### config.mk
export PLATFORM = sky130hd
export DESIGN_NAME = tct_sweep
export DESIGN_NICKNAME = d
export VERILOG_FILES = /design/src/hdl/tct_pkg.sv /design/src/hdl/tct_sweep.sv
export SDC_FILE = /design/constraint.sdc
export NUM_CORES = 1
export LEC_CHECK = 0
export BUFFER_PORTS_ARGS = -buffer_cell sky130_fd_sc_hd__clkbuf_2
export CORE_MARGIN = 1
export CORE_UTILIZATION = 52
export DETAILED_ROUTE_END_ITERATION = 10
export PLACE_DENSITY = 0.85
export SYNTH_ARGS = -nofsm -noshare
export SYNTH_HDL_FRONTEND = slang
export SYNTH_SLANG_ARGS = --single-unit
### constraint.sdc
create_clock -name clk -period 3.7 [get_ports clk]
set_input_delay 0 -clock clk [delete_from_list [all_inputs] [get_ports clk]]
set_output_delay 0 -clock clk [all_outputs]
set_load 0.02 [all_outputs]
### src/hdl/tct_pkg.sv
`timescale 1ns / 1ps
// ----------------------------------------------------------------------------
// tct_pkg
// Shared types and constants for the text console teletype engine.
// ----------------------------------------------------------------------------
package tct_pkg;

    // request codes on req_type
    typedef enum logic [1:0] {
        REQ_PUT    = 2'd0,
        REQ_READ   = 2'd1,
        REQ_COLORS = 2'd2,
        REQ_CURSOR = 2'd3
    } req_t;

    // control characters handled by a put request
    localparam logic [7:0] CH_LF    = 8'h0A;
    localparam logic [7:0] CH_CR    = 8'h0D;
    localparam logic [7:0] CH_BS    = 8'h08;
    localparam logic [7:0] CH_FF    = 8'h0C;
    localparam logic [7:0] CH_SPACE = 8'h20;

    localparam logic [7:0]  BLANK_ATTR = 8'h0F;
    localparam logic [15:0] BLANK_CELL = {BLANK_ATTR, CH_SPACE};

    // fixed port widths
    localparam int ROW_OUT_W  = 5;
    localparam int COL_OUT_W  = 7;
    localparam int POS_OUT_W  = 11;
    localparam int CELL_W     = 16;

    typedef enum logic {
        SWEEP_CLEAR  = 1'b0,
        SWEEP_SCROLL = 1'b1
    } sweep_mode_t;

    // command from the request sequencer to the sweep engine
    typedef struct packed {
        logic              start;
        sweep_mode_t       mode;
        logic [CELL_W-1:0] fill;
    } sweep_cmd_t;

endpackage

### src/hdl/tct_sweep.sv
`timescale 1ns / 1ps
// ----------------------------------------------------------------------------
// tct_sweep
// Address sequencer that walks the cell memory one cell a cycle, either
// filling every cell or scrolling up one row and blanking the last row.
// ----------------------------------------------------------------------------
module tct_sweep #(
    parameter int COLS = 80,
    parameter int ROWS = 25,
    parameter int AW   = 11
) (
    input  logic                clk,
    input  logic                rst_n,
    input  tct_pkg::sweep_cmd_t cmd,
    output logic                busy,
    output logic                we,
    output logic [AW-1:0]       waddr,
    output logic [15:0]         wdata,
    output logic                re,
    output logic [AW-1:0]       raddr,
    input  logic [15:0]         rdata
);
    import tct_pkg::*;

    localparam int CELLS     = ROWS * COLS;
    localparam int LAST_COPY = CELLS - COLS - 1;

    typedef enum logic [3:0] {
        SW_IDLE  = 4'b0001,
        SW_PRIME = 4'b0010,
        SW_COPY  = 4'b0100,
        SW_FILL  = 4'b1000
    } sw_state_t;

    sw_state_t         state_reg, state_next;
    logic [AW-1:0]     cnt_reg, cnt_next;
    logic [CELL_W-1:0] fill_reg, fill_next;

    always_comb
    begin
        state_next = state_reg;
        cnt_next   = cnt_reg;
        fill_next  = fill_reg;
        we         = 1'b0;
        waddr      = cnt_reg;
        wdata      = fill_reg;
        re         = 1'b0;
        raddr      = cnt_reg + AW'(COLS + 1);
        case (state_reg)
            SW_IDLE:
            begin
                if (cmd.start)
                begin
                    fill_next = cmd.fill;
                    cnt_next  = '0;
                    if (cmd.mode == SWEEP_SCROLL)
                    begin
                        state_next = SW_PRIME;
                    end
                    else
                    begin
                        state_next = SW_FILL;
                    end
                end
            end
            SW_PRIME:
            begin
                // first read one row down, data arrives next cycle
                re         = 1'b1;
                raddr      = AW'(COLS);
                state_next = SW_COPY;
            end
            SW_COPY:
            begin
                we       = 1'b1;
                wdata    = rdata;
                cnt_next = cnt_reg + 1'b1;
                if (cnt_reg == AW'(LAST_COPY))
                begin
                    state_next = SW_FILL;
                end
                else
                begin
                    re = 1'b1;
                end
            end
            SW_FILL:
            begin
                we = 1'b1;
                if (cnt_reg == AW'(CELLS - 1))
                begin
                    state_next = SW_IDLE;
                end
                else
                begin
                    cnt_next = cnt_reg + 1'b1;
                end
            end
            default:
            begin
                state_next = SW_IDLE;
            end
        endcase
    end

    // reset starts a blanking pass over the whole screen
    always_ff @(posedge clk or negedge rst_n)
    begin
        if (!rst_n)
        begin
            state_reg <= SW_FILL;
            cnt_reg   <= '0;
            fill_reg  <= BLANK_CELL;
        end
        else
        begin
            state_reg <= state_next;
            cnt_reg   <= cnt_next;
            fill_reg  <= fill_next;
        end
    end

    assign busy = (state_reg != SW_IDLE);

endmodule

Yosys cells after proc, flatten, opt, wreduce, memory -nomap -nowiden

Cells that the tools add are included.

Bits of input ports: 36
Memory bits (writable): 0
Bits in read-only memories: 0
Memories: 0
Latch bits: 0
Bits in registers: 31

Add/sub/neg operators: 2
Shifts and indexed selects: 0
Magnitude comparators: 0
Divide/modulo/power cells: 0
Muxes and demuxes: 13
Multiply operators: 0
Reduce and logical (&&, ||, !) cells: 5
Bitwise gates (word level): 0
Equality and inequality tests: 11

Operators with widths:

| cell                    | count |
|---|---|
| $mux W11                | 3 |
| $pmux W11 S3            | 1 |
| $eq A11 B11 Y1 const B  | 2 |
| $mux W16                | 1 |
| $mux W4                 | 4 |
| $pmux W4 S4             | 1 |
| $add A11 B1 Y11 const B | 1 |
| $add A11 B7 Y11 const B | 1 |
| $ne A2 B2 Y1 const B    | 4 |
| $reduce_and A3 Y1       | 2 |
| $eq A4 B1 Y1 const B    | 1 |
| $eq A4 B2 Y1 const B    | 1 |
| $eq A4 B3 Y1 const B    | 1 |
| $eq A4 B4 Y1 const B    | 1 |
| $ne A4 B1 Y1 const B    | 1 |
| $reduce_bool A3 Y1      | 1 |
| $mux W1                 | 2 |
| $pmux W1 S2             | 1 |
| $reduce_and A2 Y1       | 1 |
| $reduce_or A2 Y1        | 1 |

Depth between registers and ports, before layout

Gate-level depths: netlist of run 1.

Depth in word-level cells: 3
Gate-level depth with buffers: 6
Mapped depth without buffers: 5

Worst setup path after synthesis of run 1

OpenSTA, ideal clock, no wires.

Path type: register to register
Start: register state_reg[3]
End: register cnt_reg[7], in the netlist waddr[7]
Arrival time: 1.990 ns
Path slack: 1.627 ns
Setup time: 0.083 ns
Required time: 3.617 ns
Cell stages (with the launch flop): 7
Cell sequence: dfstp_2 buf_2 or4b_4 nor2b_4 buf_6 or4_1 o21ai_0

Cells in the longest elaborated chain, start to end: 3

RTL lines:

| item                                                                | RTL line         | source |
|---|---|---|
| start: declaration                                                  | tct_sweep.sv:35  | `sw_state_t state_reg, state_next;` |
| start signal: assignment                                            | tct_sweep.sv:117 | `state_reg <= state_next;` |
| $eq A4 B4 Y1 (tied with other cells)                                | tct_sweep.sv:49  | `case (state_reg)` |
| $ne A2 B2 Y1 (no line) / $reduce_bool A3 Y1 (equally long branches) | -                |  |
| $reduce_and A3 Y1 (no line)                                         | -                |  |
| end signal: assignment                                              | tct_sweep.sv:118 | `cnt_reg <= cnt_next;` |
| end: declaration                                                    | tct_sweep.sv:36  | `logic [AW-1:0] cnt_reg, cnt_next;` |

Several ways; a longest one is shown, not always the timed one.
A chain may end at the register's enable or synchronous reset.

Worst setup path in the final report of run 1

Start: register cnt_reg[0], in the netlist waddr[0]
End: output port re

Cells in the longest elaborated chain, start to end: 3

RTL lines:

| item             | RTL line        | source |
|---|---|---|
| $eq A11 B11 Y1   | tct_sweep.sv:78 | `if (cnt_reg == AW'(LAST_COPY))` |
| $mux W1          | tct_sweep.sv:78 |  |
| $pmux W1 S2      | tct_sweep.sv:49 |  |
| end: declaration | tct_sweep.sv:19 | `output logic re,` |

No other way between the ends.

==> flow_metrics.py, run 1 <==
metrics = {
    "outcome": {
        "status": "finished clean",
    },
    "critical_path": {
        "crit_path_end_kind": "primary output",
        "worstSetupPathType": "register to primary output",
        "cp_max_fo": 7,
        "cp_slowest_stage_delay_ns": 0.61,
        "critPathRequiredTime_ns": 3.70,
        "cp-start-kind": "register",
        "crit_arrival_ns": 2.29,
        "worstPathCellList": "ha_1 -> nand3_1 -> o41ai_1 -> nand2_1 -> clkbuf_2",
        "slowest_stage": "o41ai_1",
    },
    "die": {
        "io_pins": 77,
        "fp-row-count": 21,
        "core_um2": 3420,
        "fp.dieH_um": 62.4,
        "start_util_pct": 55.6,
        "die_w_um": 62.4,
        "die_area_um2": 3900,
    },
    "cells_and_area": {
        "largest_reg_flops": 16,
        "syn_to_final_growth_pct": 33.2,
        "drive_gt1_share_pct": 48.7,
        "nets": 305,
        "post-route-util_pct": 74.0,
        "fillers": 243,
        "diodes": 0,
    },
    "timing": {
        "maxSlewViolCount": 0,
        "finalSetupViolCount": 0,
        "max-slew-margin-rel_pct": 50.3,
        "rsz0062_at_grt": "no",
        "fin_crit_ns": 2.29,
        "fmax_mhz": 436,
        "report.final.hold_viol_count": 0,
        "clock_skew_ns": 0.00956,
        "setup_tns_ns": 0,
        "worst_pin_slew_ns": 0.745,
        "finalCritPeriodShare_pct": 62.0,
        "hold_ws_ns": 0.0183,
    },
    "clock_tree": {
        "cts_buffer_depth": 2,
        "cts-root-buf": "clkbuf_4",
        "cts_buffers": 5,
        "htree_levels": 2,
        "clkSinkCount": 31,
        "clk_pin_slew_ns": 0.10,
        "clk_latency_ns": 0.34,
        "cts-resized-gates": 0,
        "cts_setup_buffers": 0,
        "tritoncts": "built",
    },
    "flow_run": {
        "cap_violations": 0,
    },
    "placement": {
        "port_buffers": 76,
        "gp_congestion": 0.810,
        "hpwlAfterDp_um": 3120,
    },
    "yosys": {
        "synth-edff-count": 0,
        "ys.flop_type": "dfrtp_1",
        "synth_xor_xnor_area_share_pct": 3.69,
        "synth_compound_area_share_pct": 11.5,
        "yosysWarnings": 0,
        "synth_top_family_by_area": "multiplexers",
        "async_flop_share_pct": 100,
        "ys_ff_latch": 31,
        "synth_cell_types": 45,
        "netlist_instances": 178,
        "syn_avg_cell_area_um2": 10.7,
        "ys_seq_area_share_pct": 41.3,
        "synthSimpleGateAreaFrac_pct": 18.9,
        "synth_nets": 215,
        "synthesis.area_um2": 1900,
        "synthAdderAreaFrac_pct": 0.659,
        "synthMuxAreaShare_pct": 19.6,
    },
    "global_route": {
        "grt_start_max_net_pins": 32,
        "antenna_found_initial": 0,
        "grt_pass1_wl_um": 7730,
        "grt-ovfl-total": 0,
        "grt_usage_pct": 25.5,
        "first_global_vias": 1661,
    },
    "hold_path": {
        "hold_class": "input pin to register",
    },
    "routing": {
        "via_count": 1764,
        "drc_errors": 0,
        "ant_nets": 0,
        "drt-initial-drc-count": 81,
        "wire_per_inst_um": 14.7,
        "drtPass1Iterations": 4,
        "wl_um": 4640,
        "via_per_inst": 5.60,
    },
    "pwr": {
        "vdd_drop_max_mv": 0.219,
        "powerDensity_nw_per_um2": 233,
        "p_leak_nw": 1.30,
    },
}
worst max-delay path: cells and delay by family (launching register included):
family                     cells  cell delay, ns
DFF                            1            0.46
AOI/OAI and AO/OA              1            0.61
and+or+nand+nor                2            0.41
buffers and inverters          1            0.18
adders and majority gates      1            0.29
through the flow:
step | cell area (um^2) | worst slack (ns) | total power, mW | std cells
2_1_floorplan | 1900 | 1.63 | 0.346 | 178
3_3_place_gp | 2280 | 1.56 | 0.369 | 288
3_5_place_dp | 2280 | 1.49 | 0.370 | 288
4_1_cts | 2530 | 1.41 | 0.588 | 315
5_1_grt | 2530 | 1.22 | 0.611 | 315
6_report | 2530 | 1.41 | 0.590 | 315
path summary, 6_finish.rpt:
path,startpoint,end,slack (ns),cells past startpoint
worst min-delay path,cmd[17],state_reg[3]$_DFFE_PN1P_,0.02,3
max in group asynchronous,rst_n,fill_reg[4]$_DFFE_PN0P_,2.97,2
worst max register to register,waddr[0]$_DFFE_PN0P_,waddr[0]$_DFFE_PN0P_,1.45,5
min in group asynchronous,rst_n,fill_reg[14]$_DFFE_PN0P_,0.26,2
worst max-delay path,waddr[0]$_DFFE_PN0P_,re,1.41,5
worst min register to register,fill_reg[13]$_DFFE_PN0P_,fill_reg[13]$_DFFE_PN0P_,0.51,1
area by class of cell:
cell class                      instances  area, um^2  area share (%)
Clock buffer                            7        55.1            2.18
Sequential cell                        31         783            31.0
Multi-Input combinational cell        130        1030            40.8
Tap cell                               46        57.6            2.28
Inverter                                3        11.3           0.445
Clock inverter                          1        5.00           0.198
Timing Repair Buffer                   97         586            23.2
where the power goes:
group | internal, mW | switching, mW | leakage, nW | total (mW)
combinational | 0.0255 | 0.0148 | 0.873 | 0.0403
clock | 0.0919 | 0.119 | 0.0353 | 0.211
sequential | 0.339 | 0 | 0.387 | 0.339
cells in the mapped netlist (4+ instances only):
cell | number | share of area, %
mux2_2 | 33 | 20
nor2_1 | 9 | 1.8
nor3_1 | 5 | 1.3
a21oi_1 | 6 | 1.6
dfrtp_1 | 25 | 33
dfstp_2 | 6 | 8.3
xnor2_1 | 7 | 3.2
o21ai_0 | 9 | 2.4
and3_1 | 5 | 1.6
or3_1 | 4 | 1.3
clkbuf_1 | 7 | 1.4
nand2_1 | 11 | 2.2
nand3_1 | 7 | 1.8
placed cells by master (no fill, tap or decap), drive strengths merged, types with 2 or more instances in the layout:
cell type	instances
a211o	3
a21oi	6
a22o	2
and2	2
and3	5
buf	2
clkbuf	83
dfrtp	25
dfstp	6
dlygate4sd3	19
inv	3
mux2	33
nand2	11
nand3	7
nor2	9
nor3	5
nor3b	2
nor4	2
nor4b	3
o21ai	9
o22a	2
or3	4
or4b	2
xnor2	7
repair_timing:
| item | in CTS | in global routing |
|---|---|---|
| hold buffers | 19 | 0 |
| setup endpoints to repair | 0 | 0 |
| hold endpoints to repair | 42 | 0 |
cell families (layout without fill, tap and decap cells):
kind of cell | after synthesis | in the layout
DFF | 31 | 31
adders and majority gates | 1 | 1
and+or+nand+nor | 57 | 57
buffers and inverters | 17 | 108
muxes | 33 | 33
AOI/OAI and AO/OA | 31 | 31
xor gates and xnor gates | 8 | 8
per-layer routing:
layer  share of wire, %  track usage [%]  wire, um
met5                  0                0         0
met4                1.9             9.01        86
met3                6.4             7.66       299
met1                 42             30.9      1930
met2                 50             42.7      2320
(Power assumes the default switching activity.)
==> run 2, diff against run 1 <==
--- a/config.mk
+++ b/config.mk
@@ -5,11 +5,12 @@
 export SDC_FILE = /design/constraint.sdc
 export NUM_CORES = 1
 export LEC_CHECK = 0
+export ABC_AREA = 1
 export BUFFER_PORTS_ARGS = -buffer_cell sky130_fd_sc_hd__clkbuf_2
 export CORE_MARGIN = 1
-export CORE_UTILIZATION = 52
+export CORE_UTILIZATION = 50
 export DETAILED_ROUTE_END_ITERATION = 10
-export PLACE_DENSITY = 0.85
+export PLACE_DENSITY = 0.81
 export SYNTH_ARGS = -nofsm -noshare
 export SYNTH_HDL_FRONTEND = slang
 export SYNTH_SLANG_ARGS = --single-unit
==> constraint.sdc (replaced) <==
create_clock -name clk -period 2.27 [get_ports clk]
set_input_delay 0 -clock clk [delete_from_list [all_inputs] [get_ports clk]]
set_output_delay 0 -clock clk [all_outputs]
set_load 0.02 [all_outputs]
==> run 2 against run 1 <==
Effect of this change: sequential power rose to 2.6 times the previous value; clock skew is 0.0023 ns lower; sequential share of layout area decreased by 2.5 points; hold slack better by 0.13 ns; global-route usage rose by 1.8 points; register-to-register slack lost 1.0 ns; final cell count is 44% higher; worst setup slack worse by 1.1 ns; non-clock buffer count decreased by 2; largest power group is now combinational cells.
==> flow_metrics.py, run 2 <==
metrics = {
    "critical_path": {
        "cp_max_fo": 7,
        "critPathRequiredTime_ns": 2.27,
        "crit_path_end_kind": "primary output",
        "crit_arrival_ns": 1.93,
        "cp-start-kind": "register",
        "worstSetupPathType": "register to primary output",
    },
    "outcome": {
        "status": "finished clean",
    },
    "clock_tree": {
        "cts_setup_buffers": 0,
        "cts-root-buf": "clkbuf_8",
        "htree_levels": 2,
        "clk_latency_ns": 0.29,
        "cts-resized-gates": 0,
        "tritoncts": "built",
        "clkSinkCount": 31,
        "cts_buffer_depth": 2,
        "clk_pin_slew_ns": 0.07,
        "cts_buffers": 5,
    },
    "global_route": {
        "grt_pass1_wl_um": 8980,
        "first_global_vias": 1986,
        "antenna_found_initial": 0,
        "grt_start_max_net_pins": 32,
        "grt_usage_pct": 27.3,
        "grt-ovfl-total": 0,
    },
    "yosys": {
        "synth_top_area_share_pct": 30.1,
        "netlist_top_cells_area": "dfrtp_1 30%, nand2_1 25%, nand3_1 7.7%, dfstp_2 7.6%, nor2_1 5.2%",
        "synth_cell_types": 27,
        "synth_most_common_cell": "nand2_1",
        "async_flop_share_pct": 100,
        "yosysWarnings": 0,
        "synth_nets": 349,
        "synth-edff-count": 0,
        "synth_largest_area_cell": "dfrtp_1",
        "synthTopCellsByCount": "138 x nand2_1, 32 x nand3_1, 29 x nor2_1, 25 x dfrtp_1, 22 x inv_1",
        "ys_seq_area_share_pct": 37.7,
        "synthesis.area_um2": 2080,
        "ys_ff_latch": 31,
        "ys.flop_type": "dfrtp_1",
        "syn_avg_cell_area_um2": 6.66,
        "netlist_instances": 312,
    },
    "timing": {
        "fin_ws_ns": 0.337,
        "maxSlewViolCount": 0,
        "worst_pin_slew_ns": 0.785,
        "hold_ws_ns": 0.149,
        "fin_crit_ns": 1.93,
        "max-slew-margin-rel_pct": 47.6,
        "fmax_mhz": 517,
        "rsz0062_at_grt": "no",
        "finalSetupViolCount": 0,
        "setup_tns_ns": 0,
        "finalCritPeriodShare_pct": 85.2,
        "clock_skew_ns": 0.00724,
        "report.final.hold_viol_count": 0,
    },
    "cells_and_area": {
        "syn_to_final_growth_pct": 32.2,
        "layout_common_cells": "138 x nand2_1, 76 x clkbuf_2, 32 x nand3_1",
        "layout_commonest_cell": "nand2_1",
        "diodes": 0,
        "design_area_um2": 2750,
        "nets": 439,
        "drive_gt1_share_pct": 30.0,
        "fillers": 344,
        "fin_cells": 453,
        "largest_reg_flops": 16,
    },
    "die": {
        "fp-row-count": 23,
        "die_w_um": 66.5,
        "die_area_um2": 4420,
        "core_um2": 4000,
        "fp.dieH_um": 66.5,
        "start_util_pct": 51.9,
        "io_pins": 77,
    },
    "flow_run": {
        "cap_violations": 0,
    },
    "routing": {
        "via_per_inst": 5.00,
        "via_count": 2264,
        "wire_per_inst_um": 12.2,
        "drtPass1Iterations": 4,
        "drc_errors": 0,
        "ant_nets": 0,
        "wl_um": 5510,
        "drt-initial-drc-count": 136,
    },
    "placement": {
        "gp_congestion": 0.838,
        "dpl.cell_count": 427,
        "placed_area_um2": 2450,
        "port_buffers": 76,
        "hpwlAfterDp_um": 3760,
        "post-place-ws_ns": 0.454,
    },
    "hold_path": {
        "hold_class": "input pin to register",
    },
    "pwr": {
        "p_leak_nw": 1.53,
        "powerDensity_nw_per_um2": 995,
        "vdd_drop_max_mv": 0.566,
    },
}
==> run 2: cell types whose count changed after synthesis, sizes merged, moves of 5 or more <==
cell	change
and3	-5
inv	+23
clkbuf	-7
mux2	-33
buf	+5
nor2	+23
nand3	+30
nand2	+137
xnor2	-7
==> run 2: path summary, 6_finish.rpt <==
check	start	endpoint	slack, ns	cells past startpoint
setup / recovery	waddr[0]$_DFFE_PN0P_	raddr[8]	0.34	10
hold / removal	cmd[17]	fill_reg[10]$_DFFE_PN1P_	0.15	3
setup reg to reg	waddr[0]$_DFFE_PN0P_	waddr[9]$_DFFE_PN0P_	0.44	7
hold reg to reg	fill_reg[10]$_DFFE_PN1P_	fill_reg[10]$_DFFE_PN1P_	0.46	2
max in group asynchronous	rst_n	waddr[3]$_DFFE_PN0P_	1.44	2
min in group asynchronous	rst_n	fill_reg[7]$_DFFE_PN0P_	0.32	2
==> run 2: cell families after synthesis <==
| kind of cell | count (synthesis) | synth area share, % |
|---|---|---|
| AOI/OAI and AO/OA | 18 | 5.90 |
| xor gates and xnor gates | 1 | 0.422 |
| adders and majority gates | 1 | 0.602 |
| buffers and inverters | 38 | 8.73 |
| DFF | 31 | 37.7 |
| and+or+nand+nor | 223 | 46.6 |
==> run 2: what timing repair did <==
item / CTS / global route
hold endpoints to repair: 42 / 0
hold buffers: 18 / 0
setup endpoints to repair: 0 / 0
==> run 2: through the flow <==
stage	util (%)	total power, mW
floorplan	-	1.85
global placement	61.2	2.12
detailed placement	61.2	2.14
CTS	68.7	2.74
global route	68.7	2.93
finish	68.7	2.73
==> run 2: area by class of cell <==
class                      instances  area, um^2  share of cell area (%)
multi-input combinational        243        1110                    40.5
clock inverter                     2        35.0                    1.28
tap                               50        62.6                    2.28
timing repair buffer              95         568                    20.7
inverter                          26         103                    3.74
sequential                        31         783                    28.5
clock buffer                       6        82.6                    3.01
==> run 2: worst max-delay path, cell delays in order (launching register included) <==
cell and delay (ns):
dfrtp_1 0.48, ha_1 0.26, nand3_2 0.15, nand2_1 0.11
nand2_1 0.05, nand2_1 0.13, nand2_1 0.09, nand2_1 0.07
nand2_1 0.05, nor2_1 0.08, clkbuf_2 0.17
==> run 2: power by group <==
group          leakage [nW]  total, mW  internal (mW)  switching [mW]
Combinational          1.08       1.29          0.409           0.881
Sequential            0.391      0.870          0.755           0.115
Clock                0.0612      0.573          0.355           0.218
Total                  1.53       2.73           1.52            1.21
==> run 2: per-layer routing <==
layer	wire length [um]	vias up	track usage, %	share of wire [%]
li1	-	1148	-	-
met1	2390	1025	33.3	43
met2	2740	86	47.4	50
met3	324	5	6.34	5.9
met4	53	0	7.98	0.96
met5	0	-	0	0
==> run 3, diff against run 2 <==
--- a/config.mk
+++ b/config.mk
@@ -5,12 +5,12 @@
 export SDC_FILE = /design/constraint.sdc
 export NUM_CORES = 1
 export LEC_CHECK = 0
-export ABC_AREA = 1
+export ABC_AREA = 0
 export BUFFER_PORTS_ARGS = -buffer_cell sky130_fd_sc_hd__clkbuf_2
 export CORE_MARGIN = 1
-export CORE_UTILIZATION = 50
+export CORE_UTILIZATION = 48
 export DETAILED_ROUTE_END_ITERATION = 10
-export PLACE_DENSITY = 0.81
+export PLACE_DENSITY = 0.8
 export SYNTH_ARGS = -nofsm -noshare
 export SYNTH_HDL_FRONTEND = slang
 export SYNTH_SLANG_ARGS = --single-unit
==> run 3 against run 2 <==
Effect of this change: hold slack got worse by 0.13 ns; via count decreased by 21%; power decreased by 57%; wire length decreased by 12%; critical path type is now register to register; critical endpoint is now waddr[9]$_DFFE_PN0P_; highest routed layer unchanged.
==> flow_metrics.py, run 3 (synthesis results as in run 1) <==
metrics = {
    "routing": {
        "via_count": 1788,
        "drt-met1-wl_um": 2100,
        "wl_met3_um": 170,
        "via_per_inst": 5.54,
        "drtPass1Iterations": 4,
        "ant_nets": 0,
        "drc_errors": 0,
        "wl_met2_um": 2480,
        "wire_per_inst_um": 15.0,
        "wl_um": 4850,
        "drt-initial-drc-count": 171,
        "highest_layer": "met4",
    },
    "pwr": {
        "clkPwrFrac_pct": 48.0,
        "fin_total_pwr_mw": 1.19,
        "powerDensity_nw_per_um2": 447,
        "internal_power_uw": 949,
        "switching_share_pct": 20.1,
        "combPwrFrac_pct": 5.5,
        "p_leak_nw": 1.35,
        "power_frac_seq_pct": 46.5,
        "vdd_drop_max_mv": 0.327,
        "power.switching_uw": 239,
    },
    "timing": {
        "rsz0062_at_grt": "no",
        "maxSlewViolCount": 0,
        "fmax_mhz": 466,
        "clock_skew_ns": 0.00224,
        "finalCritPeriodShare_pct": 94.6,
        "report.final.hold_viol_count": 0,
        "fin_ws_ns": 0.123,
        "worst_pin_slew_ns": 0.775,
        "max-slew-margin-rel_pct": 48.3,
        "fin_crit_ns": 2.15,
        "finalSetupViolCount": 0,
        "setup_tns_ns": 0,
    },
    "clock_tree": {
        "htree_levels": 2,
        "cts_buffer_depth": 2,
        "clk_pin_slew_ns": 0.07,
        "cts-root-buf": "clkbuf_8",
        "tritoncts": "built",
        "cts_buffers": 5,
        "clkSinkCount": 31,
        "clk_latency_ns": 0.29,
    },
    "placement": {
        "port_buffers": 76,
        "gp_congestion": 0.806,
        "hpwlAfterDp_um": 3300,
        "post-place-ws_ns": 0.0822,
        "dpl.cell_count": 297,
    },
    "cells_and_area": {
        "fin_cells": 323,
        "drive_gt1_share_pct": 51.3,
        "nets": 311,
        "layout_common_cells": "76 x clkbuf_2, 33 x mux2_2, 25 x dfrtp_1",
        "largest_reg_flops": 16,
        "syn_to_final_growth_pct": 39.9,
        "multi_input_area_um2": 1050,
        "regArea_um2": 783,
        "diodes": 0,
        "layout_commonest_cell": "clkbuf_2",
        "fillers": 281,
        "post-route-util_pct": 71.4,
    },
    "global_route": {
        "grt_pass1_wl_um": 8160,
        "grt_start_max_net_pins": 32,
        "grt_usage_pct": 26.0,
        "antenna_found_initial": 0,
        "first_global_vias": 1762,
        "grt-ovfl-total": 0,
    },
    "critical_path": {
        "worstSetupPathType": "register to register",
        "cp-start-kind": "register",
        "reg2reg_slack_ns": 0.12,
        "cp_max_fo": 8,
        "critPathRequiredTime_ns": 2.44,
        "crit_arrival_ns": 2.32,
        "crit_path_end_kind": "register",
    },
    "die": {
        "fp-row-count": 22,
        "io_pins": 77,
        "start_util_pct": 51.1,
        "core_um2": 3720,
        "die_w_um": 64.9,
        "die_area_um2": 4210,
        "fp.dieH_um": 64.9,
    },
    "hold_path": {
        "hold_class": "input pin to register",
    },
    "flow_run": {
        "cap_violations": 0,
    },
    "outcome": {
        "status": "finished clean",
    },
}
==> run 3: cell count changes in the layout (fill, tap and decap cells not counted), moves of 3 or more <==
cell and change:
a211o_1 +3, and3_1 +5, buf_4 +8, inv_1 -19, mux2_2 +33, nand2_1 -127, nand2_2 -9, nand3_1 -25
nand3_2 -5, nor2_1 -20, o21ai_0 +5, o21ai_2 -8, or3_1 +3, xnor2_1 +7
==> run 3: metal layers <==
layer	global-route usage (%)	vias up
li1	-	855
met1	31.8	876
met2	44.7	48
met3	4.05	9
met4	11.4	0
met5	0	-
==> run 3: path summary, 6_finish.rpt <==
path | endpoint | cells past startpoint | from
min in group asynchronous | waddr[6]$_DFFE_PN0P_ | 2 | rst_n
min | state_reg[1]$_DFFE_PN0P_ | 2 | cmd[17]
max in group asynchronous | state_reg[1]$_DFFE_PN0P_ | 2 | rst_n
min reg2reg | fill_reg[4]$_DFFE_PN0P_ | 1 | fill_reg[4]$_DFFE_PN0P_
max | waddr[9]$_DFFE_PN0P_ | 4 | state_reg[3]$_DFFE_PN1P_
max reg2reg | waddr[9]$_DFFE_PN0P_ | 4 | state_reg[3]$_DFFE_PN1P_
==> run 3: timing repair <==
| item | in CTS | in global routing |
|---|---|---|
| pin swaps | 0 | 0 |
| cloned | 0 | 0 |
| hold buffers | 18 | 0 |
| buffers inserted | 0 | 0 |
| endpoints found under the hold margin | 42 | 0 |
| gates resized for setup | 1 | 2 |
| endpoints found under the setup margin | 1 | 6 |
==> run 3: layout make-up <==
cell class,count,share of cell area [%]
multi-input combinational,130,39.7
sequential,31,29.5
timing repair buffer,103,23.7
clock buffer,6,3.11
tap,48,2.26
clock inverter,2,1.32
inverter,3,0.424
==> run 3: critical path, cell delays in order (launching register included) <==
cell and delay, ns:
dfstp_2 0.62, or4b_4 0.51, nor4_4 0.41, nor2_1 0.16
a221o_1 0.33
==> run 3: power groups by stage <==
stage               combinational (mW)  clock [mW]  sequential [mW]
detailed placement              0.0402           0            0.563
finish                          0.0649       0.570            0.553
global route                    0.0715       0.598            0.552
global placement                0.0387           0            0.563
CTS                             0.0648       0.571            0.553
floorplan                     0.000590           0            0.563
==> run 3: per-stage QoR <==
step	hold slack [ns]	area (um^2)
floorplan	-0.296	1900
global placement	0.0988	2330
detailed placement	0.111	2330
CTS	0.00657	2640
global route	0.0399	2660
finish	0.0165	2660
